===== config.mk =====
export PLATFORM = sky130hd
export DESIGN_NAME = ride_peak_record_tracker
export DESIGN_NICKNAME = d
export VERILOG_FILES = /design/src/rtl/rprt_pkg.sv /design/src/rtl/rprt_cfg_regs.sv /design/src/rtl/rprt_record_core.sv /design/src/rtl/rprt_out_buffer.sv /design/src/rtl/ride_peak_record_tracker.sv
export SDC_FILE = /design/constraint.sdc
export NUM_CORES = 2
export LEC_CHECK = 0
export BUFFER_PORTS_ARGS = -buffer_cell sky130_fd_sc_hd__buf_2
export CELL_PAD_IN_SITES_DETAIL_PLACEMENT = 0
export CELL_PAD_IN_SITES_GLOBAL_PLACEMENT = 2
export CORE_ASPECT_RATIO = 1.2
export CORE_MARGIN = 2
export CORE_UTILIZATION = 35
export DETAILED_ROUTE_END_ITERATION = 8
export PLACE_DENSITY = 0.85
export SETUP_SLACK_MARGIN = 0.3
export SYNTH_ARGS = -nofsm -noshare
export SYNTH_HDL_FRONTEND = slang
export SYNTH_SLANG_ARGS = --single-unit

===== constraint.sdc =====
create_clock -name clock -period 8.7 [get_ports clock]
set_input_delay 0.87 -clock clock [delete_from_list [all_inputs] [get_ports clock]]
set_output_delay 0.87 -clock clock [all_outputs]
set_load 0.01 [all_outputs]

===== src/rtl/rprt_pkg.sv =====
`timescale 1ns / 1ps
`default_nettype none
// ----------------------------------------------------------------------------
// Ride peak record tracker package
// Shared types, command codes, register indexes and range limits.
// ----------------------------------------------------------------------------
package rprt_pkg;

   localparam int LEAN_W  = 15;
   localparam int ACCEL_W = 14;
   localparam int SPEED_W = 13;
   localparam int CAND_W  = 17;
   localparam int CSR_IDX_W  = 3;
   localparam int CSR_DATA_W = 15;
   localparam int SLOT_W = 4;
   localparam int KIND_W = 3;

   localparam logic [LEAN_W-1:0]  LEAN_HIGH  = 15'd18000;
   localparam logic [ACCEL_W-1:0] ACCEL_HIGH = 14'd16000;
   localparam logic [SPEED_W-1:0] SPEED_HIGH = 13'd5000;

   localparam logic [LEAN_W-1:0]  LEAN_MAX_RESET  = 15'd7000;
   localparam logic [ACCEL_W-1:0] ACCEL_MAX_RESET = 14'd3000;
   localparam logic [SPEED_W-1:0] SPEED_MAX_RESET = 13'd4000;

   localparam logic [SLOT_W-1:0] NUM_KINDS = 4'd5;
   localparam logic [SLOT_W-1:0] LAST_SLOT = 4'd9;

   localparam logic [KIND_W-1:0] KIND_LEFT  = 3'd0;
   localparam logic [KIND_W-1:0] KIND_RIGHT = 3'd1;
   localparam logic [KIND_W-1:0] KIND_ACCEL = 3'd2;
   localparam logic [KIND_W-1:0] KIND_BRAKE = 3'd3;
   localparam logic [KIND_W-1:0] KIND_SPEED = 3'd4;

   localparam logic [CSR_IDX_W-1:0] REG_LEAN_MIN  = 3'd0;
   localparam logic [CSR_IDX_W-1:0] REG_LEAN_MAX  = 3'd1;
   localparam logic [CSR_IDX_W-1:0] REG_ACCEL_MIN = 3'd2;
   localparam logic [CSR_IDX_W-1:0] REG_ACCEL_MAX = 3'd3;
   localparam logic [CSR_IDX_W-1:0] REG_SPEED_MIN = 3'd4;
   localparam logic [CSR_IDX_W-1:0] REG_SPEED_MAX = 3'd5;

   typedef enum logic [2:0] {
      CMD_ORIENT    = 3'd0,
      CMD_SPEED     = 3'd1,
      CMD_NEW_RIDE  = 3'd2,
      CMD_RESET_ALL = 3'd3,
      CMD_RESTORE   = 3'd4
   } cmd_type;

   typedef struct packed {
      logic [LEAN_W-1:0]  lean_min;
      logic [LEAN_W-1:0]  lean_max;
      logic [ACCEL_W-1:0] accel_min;
      logic [ACCEL_W-1:0] accel_max;
      logic [SPEED_W-1:0] speed_min;
      logic [SPEED_W-1:0] speed_max;
   } cfg_type;

   typedef struct packed {
      logic [2:0]          command;
      logic signed [15:0]  roll_angle;
      logic signed [14:0]  longitudinal_g;
      logic [SPEED_W-1:0]  speed_value;
      logic                speed_ok;
      logic [SLOT_W-1:0]   restore_slot;
      logic [LEAN_W-1:0]   restore_value;
   } req_type;

   typedef struct packed {
      logic [LEAN_W-1:0]  lean_left;
      logic [LEAN_W-1:0]  lean_right;
      logic [ACCEL_W-1:0] accel;
      logic [ACCEL_W-1:0] brake;
      logic [SPEED_W-1:0] speed;
   } rec_set_type;

   typedef struct packed {
      rec_set_type ride;
      rec_set_type all;
      logic        unsaved;
      logic        raised;
   } rsp_type;

   function automatic logic lift_ok(input logic [CAND_W-1:0] cand,
                                    input logic [CAND_W-1:0] lo,
                                    input logic [CAND_W-1:0] hi,
                                    input logic [CAND_W-1:0] held);
      return (cand >= lo) && (cand <= hi) && (cand > held);
   endfunction

endpackage
`default_nettype wire


===== src/rtl/rprt_cfg_regs.sv =====
`timescale 1ns / 1ps
`default_nettype none
// ----------------------------------------------------------------------------
// Ride peak record tracker configuration registers
// Credible window limits, written through a plain write port.
// ----------------------------------------------------------------------------
module rprt_cfg_regs (
   input  wire logic                                clock,
   input  wire logic                                reset,
   input  wire logic                                csr_wr_en,
   input  wire logic [rprt_pkg::CSR_IDX_W-1:0]      csr_index,
   input  wire logic [rprt_pkg::CSR_DATA_W-1:0]     csr_wdata,
   output rprt_pkg::cfg_type                        cfg
);

   rprt_pkg::cfg_type cfg_ff;
   rprt_pkg::cfg_type cfg_in;

   always_comb begin
      cfg_in = cfg_ff;
      if (csr_wr_en) begin
         case (csr_index)
            rprt_pkg::REG_LEAN_MIN:  cfg_in.lean_min  = csr_wdata[rprt_pkg::LEAN_W-1:0];
            rprt_pkg::REG_LEAN_MAX:  cfg_in.lean_max  = csr_wdata[rprt_pkg::LEAN_W-1:0];
            rprt_pkg::REG_ACCEL_MIN: cfg_in.accel_min = csr_wdata[rprt_pkg::ACCEL_W-1:0];
            rprt_pkg::REG_ACCEL_MAX: cfg_in.accel_max = csr_wdata[rprt_pkg::ACCEL_W-1:0];
            rprt_pkg::REG_SPEED_MIN: cfg_in.speed_min = csr_wdata[rprt_pkg::SPEED_W-1:0];
            rprt_pkg::REG_SPEED_MAX: cfg_in.speed_max = csr_wdata[rprt_pkg::SPEED_W-1:0];
            default: ;
         endcase
      end
   end

   always_ff @(posedge clock) begin
      if (reset) begin
         cfg_ff.lean_min  <= '0;
         cfg_ff.lean_max  <= rprt_pkg::LEAN_MAX_RESET;
         cfg_ff.accel_min <= '0;
         cfg_ff.accel_max <= rprt_pkg::ACCEL_MAX_RESET;
         cfg_ff.speed_min <= '0;
         cfg_ff.speed_max <= rprt_pkg::SPEED_MAX_RESET;
      end else begin
         cfg_ff <= cfg_in;
      end
   end

   assign cfg = cfg_ff;

endmodule
`default_nettype wire


===== src/rtl/rprt_record_core.sv =====
`timescale 1ns / 1ps
`default_nettype none
// ----------------------------------------------------------------------------
// Ride peak record tracker record core
// Holds the session and all-time records and the dirty flag, and forms the
// result of each accepted beat combinationally.
// ----------------------------------------------------------------------------
module rprt_record_core (
   input  wire logic              clock,
   input  wire logic              reset,
   input  wire logic              accept,
   input  wire rprt_pkg::req_type req,
   input  wire rprt_pkg::cfg_type cfg,
   output rprt_pkg::rsp_type      result
);

   rprt_pkg::rec_set_type ride_ff, ride_in;
   rprt_pkg::rec_set_type all_ff, all_in;
   logic                  dirty_ff, dirty_in;

   logic                            roll_neg;
   logic [rprt_pkg::CAND_W-1:0]     lean_cand;
   logic                            accel_sel;
   logic [rprt_pkg::CAND_W-1:0]     g_cand;
   logic [rprt_pkg::CAND_W-1:0]     spd_cand;
   logic [rprt_pkg::CAND_W-1:0]     lean_lo, lean_hi, acc_lo, acc_hi, spd_lo, spd_hi;
   logic                            is_orient, is_speed;
   logic                            r_left, r_right, r_accel, r_brake, r_speed;
   logic                            a_left, a_right, a_accel, a_brake, a_speed;
   logic                            changed;
   logic                            slot_ok, slot_all;
   logic [rprt_pkg::KIND_W-1:0]     kind;
   logic [rprt_pkg::SLOT_W-1:0]     kind_wide;
   logic [rprt_pkg::LEAN_W-1:0]     sat_lean;
   logic [rprt_pkg::ACCEL_W-1:0]    sat_accel;
   logic [rprt_pkg::SPEED_W-1:0]    sat_speed;
   rprt_pkg::rec_set_type           restored;

   always_comb begin
      roll_neg  = req.roll_angle[15];
      lean_cand = roll_neg ? (17'h10000 - 17'({1'b0, req.roll_angle}))
                           : 17'({1'b0, req.roll_angle});
      accel_sel = (req.longitudinal_g != '0) && !req.longitudinal_g[14];
      g_cand    = accel_sel ? 17'({1'b0, req.longitudinal_g})
                            : 17'(16'h8000 - 16'({1'b0, req.longitudinal_g}));
      spd_cand  = 17'(req.speed_value);
      lean_lo = 17'(cfg.lean_min);
      lean_hi = 17'(cfg.lean_max);
      acc_lo  = 17'(cfg.accel_min);
      acc_hi  = 17'(cfg.accel_max);
      spd_lo  = 17'(cfg.speed_min);
      spd_hi  = 17'(cfg.speed_max);

      is_orient = (rprt_pkg::cmd_type'(req.command) == rprt_pkg::CMD_ORIENT);
      is_speed  = (rprt_pkg::cmd_type'(req.command) == rprt_pkg::CMD_SPEED) && req.speed_ok;

      r_left  = is_orient && roll_neg &&
                rprt_pkg::lift_ok(lean_cand, lean_lo, lean_hi, 17'(ride_ff.lean_left));
      r_right = is_orient && !roll_neg &&
                rprt_pkg::lift_ok(lean_cand, lean_lo, lean_hi, 17'(ride_ff.lean_right));
      r_accel = is_orient && accel_sel &&
                rprt_pkg::lift_ok(g_cand, acc_lo, acc_hi, 17'(ride_ff.accel));
      r_brake = is_orient && !accel_sel &&
                rprt_pkg::lift_ok(g_cand, acc_lo, acc_hi, 17'(ride_ff.brake));
      r_speed = is_speed &&
                rprt_pkg::lift_ok(spd_cand, spd_lo, spd_hi, 17'(ride_ff.speed));
      a_left  = is_orient && roll_neg &&
                rprt_pkg::lift_ok(lean_cand, lean_lo, lean_hi, 17'(all_ff.lean_left));
      a_right = is_orient && !roll_neg &&
                rprt_pkg::lift_ok(lean_cand, lean_lo, lean_hi, 17'(all_ff.lean_right));
      a_accel = is_orient && accel_sel &&
                rprt_pkg::lift_ok(g_cand, acc_lo, acc_hi, 17'(all_ff.accel));
      a_brake = is_orient && !accel_sel &&
                rprt_pkg::lift_ok(g_cand, acc_lo, acc_hi, 17'(all_ff.brake));
      a_speed = is_speed &&
                rprt_pkg::lift_ok(spd_cand, spd_lo, spd_hi, 17'(all_ff.speed));
      changed = r_left || r_right || r_accel || r_brake || r_speed ||
                a_left || a_right || a_accel || a_brake || a_speed;
   end

   always_comb begin
      slot_ok   = (req.restore_slot <= rprt_pkg::LAST_SLOT);
      slot_all  = (req.restore_slot < rprt_pkg::NUM_KINDS);
      kind_wide = slot_all ? req.restore_slot : (req.restore_slot - rprt_pkg::NUM_KINDS);
      kind      = kind_wide[rprt_pkg::KIND_W-1:0];
      sat_lean  = (req.restore_value > rprt_pkg::LEAN_HIGH) ? rprt_pkg::LEAN_HIGH
                                                            : req.restore_value;
      sat_accel = (req.restore_value > 15'(rprt_pkg::ACCEL_HIGH)) ? rprt_pkg::ACCEL_HIGH
                  : req.restore_value[rprt_pkg::ACCEL_W-1:0];
      sat_speed = (req.restore_value > 15'(rprt_pkg::SPEED_HIGH)) ? rprt_pkg::SPEED_HIGH
                  : req.restore_value[rprt_pkg::SPEED_W-1:0];
      restored = slot_all ? all_ff : ride_ff;
      case (kind)
         rprt_pkg::KIND_LEFT:  restored.lean_left  = sat_lean;
         rprt_pkg::KIND_RIGHT: restored.lean_right = sat_lean;
         rprt_pkg::KIND_ACCEL: restored.accel      = sat_accel;
         rprt_pkg::KIND_BRAKE: restored.brake      = sat_accel;
         rprt_pkg::KIND_SPEED: restored.speed      = sat_speed;
         default: ;
      endcase
   end

   always_comb begin
      ride_in  = ride_ff;
      all_in   = all_ff;
      dirty_in = dirty_ff;
      case (rprt_pkg::cmd_type'(req.command))
         rprt_pkg::CMD_ORIENT, rprt_pkg::CMD_SPEED: begin
            if (r_left)  ride_in.lean_left  = lean_cand[rprt_pkg::LEAN_W-1:0];
            if (r_right) ride_in.lean_right = lean_cand[rprt_pkg::LEAN_W-1:0];
            if (r_accel) ride_in.accel      = g_cand[rprt_pkg::ACCEL_W-1:0];
            if (r_brake) ride_in.brake      = g_cand[rprt_pkg::ACCEL_W-1:0];
            if (r_speed) ride_in.speed      = spd_cand[rprt_pkg::SPEED_W-1:0];
            if (a_left)  all_in.lean_left   = lean_cand[rprt_pkg::LEAN_W-1:0];
            if (a_right) all_in.lean_right  = lean_cand[rprt_pkg::LEAN_W-1:0];
            if (a_accel) all_in.accel       = g_cand[rprt_pkg::ACCEL_W-1:0];
            if (a_brake) all_in.brake       = g_cand[rprt_pkg::ACCEL_W-1:0];
            if (a_speed) all_in.speed       = spd_cand[rprt_pkg::SPEED_W-1:0];
            if (changed) dirty_in = 1'b1;
         end
         rprt_pkg::CMD_NEW_RIDE: begin
            ride_in  = '0;
            dirty_in = 1'b1;
         end
         rprt_pkg::CMD_RESET_ALL: begin
            ride_in  = '0;
            all_in   = '0;
            dirty_in = 1'b1;
         end
         rprt_pkg::CMD_RESTORE: begin
            if (slot_ok) begin
               if (slot_all) begin
                  all_in = restored;
               end else begin
                  ride_in = restored;
               end
               dirty_in = 1'b0;
            end
         end
         default: ;
      endcase
   end

   always_ff @(posedge clock) begin
      if (reset) begin
         ride_ff  <= '0;
         all_ff   <= '0;
         dirty_ff <= 1'b0;
      end else if (accept) begin
         ride_ff  <= ride_in;
         all_ff   <= all_in;
         dirty_ff <= dirty_in;
      end
   end

   always_comb begin
      result.ride    = ride_in;
      result.all     = all_in;
      result.unsaved = dirty_in;
      result.raised  = changed;
   end

   a_raise_sets_dirty: assert property (@(posedge clock) disable iff (reset)
      accept && changed |=> dirty_ff)
      else $error("raised record did not set the dirty flag");

   a_reset_all_clears: assert property (@(posedge clock) disable iff (reset)
      accept && (req.command == rprt_pkg::CMD_RESET_ALL)
      |=> (ride_ff == '0) && (all_ff == '0) && dirty_ff)
      else $error("reset-all left a record or the dirty flag wrong");

   a_restore_clean: assert property (@(posedge clock) disable iff (reset)
      accept && (req.command == rprt_pkg::CMD_RESTORE) &&
      (req.restore_slot <= rprt_pkg::LAST_SLOT) |=> !dirty_ff)
      else $error("restore did not clear the dirty flag");

endmodule
`default_nettype wire


===== src/rtl/rprt_out_buffer.sv =====
`timescale 1ns / 1ps
`default_nettype none
// ----------------------------------------------------------------------------
// Ride peak record tracker result buffer
// Output register with a skid stage, so a beat is taken while a result waits.
// ----------------------------------------------------------------------------
module rprt_out_buffer (
   input  wire logic              clock,
   input  wire logic              reset,
   input  wire logic              in_valid,
   output logic                   in_stall,
   input  wire rprt_pkg::rsp_type in_data,
   output logic                   out_valid,
   input  wire logic              out_stall,
   output rprt_pkg::rsp_type      out_data
);

   logic              out_valid_ff, out_valid_in;
   logic              skid_valid_ff, skid_valid_in;
   rprt_pkg::rsp_type out_data_ff, out_data_in;
   rprt_pkg::rsp_type skid_data_ff, skid_data_in;
   logic              in_take, out_take;

   always_comb begin
      in_take  = in_valid && !skid_valid_ff;
      out_take = out_valid_ff && !out_stall;
      out_valid_in  = out_valid_ff;
      skid_valid_in = skid_valid_ff;
      out_data_in   = out_data_ff;
      skid_data_in  = skid_data_ff;
      if (skid_valid_ff) begin
         if (out_take) begin
            out_data_in   = skid_data_ff;
            skid_valid_in = 1'b0;
         end
      end else if (in_take) begin
         if (!out_valid_ff || out_take) begin
            out_data_in  = in_data;
            out_valid_in = 1'b1;
         end else begin
            skid_data_in  = in_data;
            skid_valid_in = 1'b1;
         end
      end else if (out_take) begin
         out_valid_in = 1'b0;
      end
   end

   always_ff @(posedge clock) begin
      if (reset) begin
         out_valid_ff  <= 1'b0;
         skid_valid_ff <= 1'b0;
      end else begin
         out_valid_ff  <= out_valid_in;
         skid_valid_ff <= skid_valid_in;
      end
      out_data_ff  <= out_data_in;
      skid_data_ff <= skid_data_in;
   end

   assign in_stall  = skid_valid_ff;
   assign out_valid = out_valid_ff;
   assign out_data  = out_data_ff;

   a_skid_behind_out: assert property (@(posedge clock) disable iff (reset)
      skid_valid_ff |-> out_valid_ff)
      else $error("skid stage full while output register empty");

   a_stalled_beat_to_skid: assert property (@(posedge clock) disable iff (reset)
      in_take && out_valid_ff && out_stall |=> skid_valid_ff && (skid_data_ff == $past(in_data)))
      else $error("beat taken under stall was not held in the skid stage");

   a_skid_drains: assert property (@(posedge clock) disable iff (reset)
      skid_valid_ff && !out_stall |=> out_valid_ff && !skid_valid_ff &&
      (out_data_ff == $past(skid_data_ff)))
      else $error("skid stage did not move to the output register");

endmodule
`default_nettype wire


===== src/rtl/ride_peak_record_tracker.sv =====
`timescale 1ns / 1ps
`default_nettype none
// ----------------------------------------------------------------------------
// Ride peak record tracker
// Peak-hold records of lean, acceleration, braking and speed for the current
// session and for all time, with a dirty flag for the saved copy.
//
//   Channel  Direction  Handshake             Contents
//   req_*    in         req_valid/req_stall   command and sample fields
//   rsp_*    out        rsp_valid/rsp_stall   all ten records, unsaved, raised
//   csr_*    in         csr_wr_en             window limits, index 0 to 5
//
// One beat is accepted every cycle while req_stall is low; its result is
// registered in the result buffer. Record registers update by compare-and-hold.
// Reset is synchronous: records, dirty flag and buffer clear, limits reload.
// A two-entry result buffer absorbs one beat under rsp_stall; req_stall rises
// only while its skid stage is occupied.
// ----------------------------------------------------------------------------
module ride_peak_record_tracker (
   input  wire logic                             clock,
   input  wire logic                             reset,
   input  wire logic                             req_valid,
   output logic                                  req_stall,
   input  wire logic [2:0]                       req_command,
   input  wire logic signed [15:0]               req_roll_angle,
   input  wire logic signed [14:0]               req_longitudinal_g,
   input  wire logic [rprt_pkg::SPEED_W-1:0]     req_speed_value,
   input  wire logic                             req_speed_ok,
   input  wire logic [rprt_pkg::SLOT_W-1:0]      req_restore_slot,
   input  wire logic [rprt_pkg::LEAN_W-1:0]      req_restore_value,
   output logic                                  rsp_valid,
   input  wire logic                             rsp_stall,
   output logic [rprt_pkg::LEAN_W-1:0]           rsp_ride_lean_left,
   output logic [rprt_pkg::LEAN_W-1:0]           rsp_ride_lean_right,
   output logic [rprt_pkg::ACCEL_W-1:0]          rsp_ride_accel,
   output logic [rprt_pkg::ACCEL_W-1:0]          rsp_ride_brake,
   output logic [rprt_pkg::SPEED_W-1:0]          rsp_ride_speed,
   output logic [rprt_pkg::LEAN_W-1:0]           rsp_all_lean_left,
   output logic [rprt_pkg::LEAN_W-1:0]           rsp_all_lean_right,
   output logic [rprt_pkg::ACCEL_W-1:0]          rsp_all_accel,
   output logic [rprt_pkg::ACCEL_W-1:0]          rsp_all_brake,
   output logic [rprt_pkg::SPEED_W-1:0]          rsp_all_speed,
   output logic                                  rsp_unsaved,
   output logic                                  rsp_raised,
   input  wire logic                             csr_wr_en,
   input  wire logic [rprt_pkg::CSR_IDX_W-1:0]   csr_index,
   input  wire logic [rprt_pkg::CSR_DATA_W-1:0]  csr_wdata
);

   rprt_pkg::cfg_type cfg;
   rprt_pkg::req_type req;
   rprt_pkg::rsp_type result;
   rprt_pkg::rsp_type rsp;
   logic              accept;

   always_comb begin
      req.command        = req_command;
      req.roll_angle     = req_roll_angle;
      req.longitudinal_g = req_longitudinal_g;
      req.speed_value    = req_speed_value;
      req.speed_ok       = req_speed_ok;
      req.restore_slot   = req_restore_slot;
      req.restore_value  = req_restore_value;
   end

   assign accept = req_valid && !req_stall;

   rprt_cfg_regs u_cfg (
      .clock     (clock),
      .reset     (reset),
      .csr_wr_en (csr_wr_en),
      .csr_index (csr_index),
      .csr_wdata (csr_wdata),
      .cfg       (cfg)
   );

   rprt_record_core u_core (
      .clock  (clock),
      .reset  (reset),
      .accept (accept),
      .req    (req),
      .cfg    (cfg),
      .result (result)
   );

   rprt_out_buffer u_buf (
      .clock     (clock),
      .reset     (reset),
      .in_valid  (req_valid),
      .in_stall  (req_stall),
      .in_data   (result),
      .out_valid (rsp_valid),
      .out_stall (rsp_stall),
      .out_data  (rsp)
   );

   always_comb begin
      rsp_ride_lean_left  = rsp.ride.lean_left;
      rsp_ride_lean_right = rsp.ride.lean_right;
      rsp_ride_accel      = rsp.ride.accel;
      rsp_ride_brake      = rsp.ride.brake;
      rsp_ride_speed      = rsp.ride.speed;
      rsp_all_lean_left   = rsp.all.lean_left;
      rsp_all_lean_right  = rsp.all.lean_right;
      rsp_all_accel       = rsp.all.accel;
      rsp_all_brake       = rsp.all.brake;
      rsp_all_speed       = rsp.all.speed;
      rsp_unsaved         = rsp.unsaved;
      rsp_raised          = rsp.raised;
   end

endmodule
`default_nettype wire

# Word level (Yosys, flattened, before mapping)
# Cells that the tools add are included.
dict set report op_classes {
  add_sub_neg 3
  order_cmp 21
  n_eq_ne 15
  muxes 42
  bitwise 2
  n_reduce_logical 65
}
# operator count
set ops {}
lappend ops {{144-bit 2-to-1 mux} 4}
lappend ops {{71-bit case mux with 3 select lines} 2}
lappend ops {{71-bit 2-to-1 mux} 5}
lappend ops {{15-bit 2-to-1 mux} 7}
lappend ops {{14-bit 2-to-1 mux} 7}
lappend ops {{17-bit by 14-bit > comparator with 1-bit output} 4}
lappend ops {{17-bit by 15-bit > comparator with 1-bit output} 4}
lappend ops {{13-bit 2-to-1 mux} 4}
lappend ops {{17-bit 2-to-1 mux} 2}
lappend ops {{1-bit logical AND} 31}
lappend ops {{13-bit > comparator} 2}
lappend ops {{3-bit by 2-bit equality test with 1-bit output (second input constant)} 6}
lappend ops {{17-bit by 14-bit >= comparator with 1-bit output} 1}
lappend ops {{17-bit by 15-bit >= comparator with 1-bit output} 1}
lappend ops {{17-bit by 14-bit <= comparator with 1-bit output} 1}
lappend ops {{17-bit by 15-bit <= comparator with 1-bit output} 1}
lappend ops {{16-bit by 15-bit subtractor with 17-bit output (first input constant)} 1}
lappend ops {{17-bit by 16-bit subtractor with 17-bit output (first input constant)} 1}
lappend ops {{15-bit by 13-bit > comparator with 1-bit output (second input constant)} 1}
lappend ops {{15-bit by 14-bit > comparator with 1-bit output (second input constant)} 1}
lappend ops {{15-bit > comparator (second input constant)} 1}
lappend ops {{15-bit nonzero test} 1}
lappend ops {{13-bit >= comparator} 1}
lappend ops {{13-bit <= comparator} 1}
lappend ops {{18 further kinds} 58}
dict set report totals {
  regBits 517
  input_bits 90
  output_inout_bits 146
  wordCells 191
}

# Logic depth before layout (Yosys ltp)
dict set report depth {
  depth_word 20
  mapped_depth 20
  depth_no_buf 18
}

# Hierarchy
# From an unflattened synthesis, not the netlist that was laid out.
dict set report hier_totals {
  cells_unflattened 2961
  area_unflattened_um2 29812.3
}
# mod instances cells_each area_per_inst_um2
set by_module_without_submodules {}
lappend by_module_without_submodules {rprt_record_core 1 2189 15972.8}
lappend by_module_without_submodules {rprt_out_buffer 1 460 10476.3}
lappend by_module_without_submodules {rprt_cfg_regs 1 311 3349.5}
lappend by_module_without_submodules {ride_peak_record_tracker 1 1 13.8}

# Least setup slack after synthesis
# OpenSTA, ideal clock, no wires.
dict set report synth_timing {
  path_kind {input-to-reg}
  startpoint {input port req_valid}
  endpoint {register u_buf.out_data_ff, in the netlist u_buf.out_data[0], enable pin}
  arrival_ns 8.664
  required_ns 8.004
  slack_ns -0.659
  cell_stages 5
  path_buffers 2
  path_cell_list {nor2b_1 -> clkbuf_1 -> clkbuf_1 -> a21oi_1 -> a21oi_1}
}
dict set report synth_between {
  elab_chain_len 3
}
# element line_no
set synth_lines {}
lappend synth_lines {{start: declaration} ride_peak_record_tracker.sv:22} ;# input wire logic req_valid,
lappend synth_lines {{1-bit logical AND} rprt_out_buffer.sv:25} ;# in_take = in_valid && !skid_valid_ff;
lappend synth_lines {{2-bit nonzero test (no source line)} -}
lappend synth_lines {{3-bit AND reduction (no source line)} -}
lappend synth_lines {{end signal: assignment} rprt_out_buffer.sv:57} ;# out_data_ff <= out_data_in;
lappend synth_lines {{end: declaration} rprt_out_buffer.sv:20} ;# rprt_pkg::rsp_type out_data_ff, out_data_in;
# Every way passes these cells.
# A chain may end at the register's enable or synchronous reset.

==> impl_metrics.sql <==
INSERT INTO impl_metrics (metric_group, metric, value, unit) VALUES
('status', 'run_status', 'finished, final reports clean', ''),
('pwr', 'share_seq_of_total_power', '43.2', '%'),
('grt', 'overflow', '0', ''),
('grt', 'grtUsageMet1', '33.0', '%'),
('clock_network', 'cts_resized', '0', ''),
('pwr', 'ir_drop', '144', 'uV'),
('finish', 'final_layout_net_count', '3546', ''),
('yosys', 'synth_enable_flop_cells', '288', ''),
('yosys', 'synth-seq-cells', '517', ''),
('yosys', 'mean_instance_size_in_the_synthesized_netlist', '9.64', 'sq um'),
('route', 'drc', '0', ''),
('setup_path', 'critical_path_peak_fanout', '12', ''),
('pwr', 'internal_power', '4.59', 'mW'),
('placed_design', 'place_hpwl', '73.6', 'mm'),
('die', 'start_util', '35.2', '%'),
('die', 'die_width', '268', 'um'),
('die', 'die_area', '0.0860', 'sq mm'),
('pwr', 'power_density', '194', 'mW/mm^2'),
('grt', 'antenna_found_initial', '11', ''),
('route', 'antenna_violating_nets_post_route', '0', ''),
('clock_network', 'clk_transition_reported_paths', '60', 'ps'),
('yosys', 'synth_sequential_area_ratio', '45.2', '%'),
('grt', 'busiest_metal_layer_after_global_routing', 'met2', ''),
('yosys', 'asyncSetResetFlopFracSynth', '0', '%'),
('route', 'vias_per_cell', '5.58', ''),
('yosys', 'synth.largest_area_cell', 'sky130_fd_sc_hd__edfxtp_1', ''),
('job', 'maxCapViolCount', '0', ''),
('pwr', 'p_clk_share', '38.1', '%'),
('timing', 'report.final.slew_viol_count', '0', ''),
('clock_network', 'clock_tree_from_tritoncts', 'yes', ''),
('yosys', 'syn-instance-count', '3036', ''),
('pwr', 'power.switching', '1.94', 'mW'),
('timing', 'final_min_period_over_clock_period', '72.7', '%'),
('setup_path', 'cp.required', '9080', 'ps'),
('route', 'num_vias', '24600', ''),
('pwr', 'post-layout-total-power', '6.53', 'mW'),
('placed_design', 'io_buffers', '235', ''),
('route', 'wl', '106', 'mm'),
('grt', 'global_route.usage.met2', '38.1', '%'),
('setup_path', 'regToRegSetupSlack', '4450', 'ps'),
('grt', 'grt_start_max_net_pins', '133', ''),
('grt', 'vias_in_the_first_global_route', '23300', ''),
('grt', 'groute.layer.met3.usage', '4.18', '%'),
('timing', 'setup_total_negative_slack', '0', 'ps'),
('yosys', 'synth_top_flop_cell', 'sky130_fd_sc_hd__edfxtp_1', ''),
('hold_path', 'timing.hold.worst.class', 'reg -> reg', ''),
('placed_design', 'gp_congestion', '0.888', ''),
('timing', 'min_tclk_post_route', '6330', 'ps'),
('clock_network', 'clock_tree.root_cell', 'sky130_fd_sc_hd__clkbuf_16', ''),
('yosys', 'post_synth_most_frequent_cells', 'sky130_fd_sc_hd__a21oi_1, sky130_fd_sc_hd__nand2_1, sky130_fd_sc_hd__edfxtp_1', ''),
('setup_path', 'timing.critical_path.from_type', 'input pin', ''),
('pwr', 'share_comb_of_total_power', '18.7', '%'),
('clock_network', 'cts.sink_count', '517', ''),
('die', 'coreArea', '0.0832', 'sq mm'),
('grt', 'grt_use_total', '24.0', '%'),
('pwr', 'power_leakage', '13.2', 'nW'),
('pwr', 'swShare', '29.7', '%'),
('yosys', 'synth.most_common_cell', 'sky130_fd_sc_hd__a21oi_1', ''),
('clock_network', 'clk_path_buf_depth', '3', ''),
('setup_path', 'cp.arrival', '6710', 'ps'),
('clock_network', 'ctsHtreeMaxLevel', '2', ''),
('timing', 'maxSlewHeadroom', '20.6', '%'),
('setup_path', 'setup.worst_path.class', 'in -> reg', ''),
('yosys', 'synthDistinctLibCells', '85', ''),
('timing', 'timing_hold_violations_final', '0', ''),
('timing', 'clock-skew-final', '31.8', 'ps'),
('die', 'num_rows', '116', ''),
('finish', 'area_delta_synth_final', '15.1', '%'),
('die', 'total_i_o_pin_count', '236', ''),
('setup_path', 'timing.critical_path.to_type', 'register', ''),
('clock_network', 'worst_skew_pair.late_latency', '650', 'ps');
cells in the final DEF (no fill, tap or decap), types with 45 or more instances in the layout:
cell type,count
sky130_fd_sc_hd__inv_1,263
sky130_fd_sc_hd__ha_1,230
sky130_fd_sc_hd__a221o_1,97
sky130_fd_sc_hd__a21o_1,45
sky130_fd_sc_hd__nand2_1,320
sky130_fd_sc_hd__dfxtp_1,229
sky130_fd_sc_hd__a21oi_1,334
sky130_fd_sc_hd__buf_2,234
sky130_fd_sc_hd__o21a_1,114
sky130_fd_sc_hd__clkbuf_16,55
sky130_fd_sc_hd__nor2_1,235
sky130_fd_sc_hd__o21ai_0,103
sky130_fd_sc_hd__mux2_2,130
sky130_fd_sc_hd__buf_4,64
sky130_fd_sc_hd__edfxtp_1,288
state kept, by name (all words and copies together), names as in the netlist:
signal,count
u_core.ride_ff,71
u_buf.out_valid,1
u_buf.out_data,144
u_buf.in_stall,1
u_core.all_ff,71
u_core.dirty_ff,1
u_buf.skid_data_ff,144
u_cfg.cfg,84
cells by family (layout without fill, tap and decap cells):
kind of cell | count (synthesis) | in the layout | share of synthesized area (%)
and+or+nand+nor | 759 | 759 | 11.6
DFF | 517 | 517 | 45.2
other | 0 | 3 | 0
muxes | 152 | 152 | 5.75
xor gates and xnor gates | 25 | 25 | 0.748
buffers and inverters | 431 | 667 | 5.64
adders and majority gates | 230 | 230 | 9.83
AOI/OAI and AO/OA | 922 | 922 | 21.3
layout make-up:
cell class	instances	area, sq um
repair buffers	300	1680
clock buffers	68	1470
flip-flops and latches	517	13200
clock inverters	35	422
fillers	8271	49500
well taps	1121	1400
inverters	264	996
diodes	3	7.51
multi-input cells	2088	14500
metrics by stage:
stage / hold slack [ps] / util, % / area [sq um] / std cells / setup WS (ps)
after floorplan: 436 / - / 29300 / 3036 / 2600
final: 453 / 40.5 / 33700 / 4396 / 2370
after detailed placement: 447 / 38.2 / 31800 / 4290 / 1780
after global placement: 442 / 38.2 / 31800 / 4290 / 2000
after global routing: 469 / 40.5 / 33700 / 4393 / 2120
after CTS: 456 / 40.5 / 33700 / 4393 / 2440
routing by layer:
metal  up-vias  share of wire, %  wire [um]
met5         -             0.055         58
met2       902                45      48000
met4        10               3.2       3430
met1     11900                44      46800
met3       197               7.0       7360
li1      11500                 -          -
power groups by stage:
stage	Clock, mW	Combinational, mW	Sequential (mW)
final	2.49	1.22	2.82
after global routing	2.63	1.33	2.83
after CTS	2.54	1.21	2.82
after detailed placement	0	1.21	2.87
after global placement	0	1.20	2.87
after floorplan	0	0.711	2.89
critical path, cell delays in order:
cell and delay [ps]:
sky130_fd_sc_hd__buf_2 170, sky130_fd_sc_hd__inv_1 270, sky130_fd_sc_hd__ha_1 250, sky130_fd_sc_hd__nor3b_1 350, sky130_fd_sc_hd__nand4_1 210, sky130_fd_sc_hd__nor2b_1 220
sky130_fd_sc_hd__nor2_1 110, sky130_fd_sc_hd__xor2_1 700, sky130_fd_sc_hd__ha_1 400, sky130_fd_sc_hd__a21oi_1 160, sky130_fd_sc_hd__nand2_1 70, sky130_fd_sc_hd__a211oi_1 310
sky130_fd_sc_hd__a31o_2 230, sky130_fd_sc_hd__o21ai_0 240, sky130_fd_sc_hd__nor2_1 950, sky130_fd_sc_hd__o21ai_1 460, sky130_fd_sc_hd__a221o_1 450, sky130_fd_sc_hd__mux2_2 280
worst paths after layout:
check,from,to,cells after the start
max,req_longitudinal_g[0],u_buf.out_data[21],18
min,u_cfg.cfg[2],u_cfg.cfg[2],2
min reg2reg,u_cfg.cfg[2],u_cfg.cfg[2],2
max reg2reg,u_cfg.cfg[24],u_buf.out_data[83],12
Power figures use the tool's default switching activity.
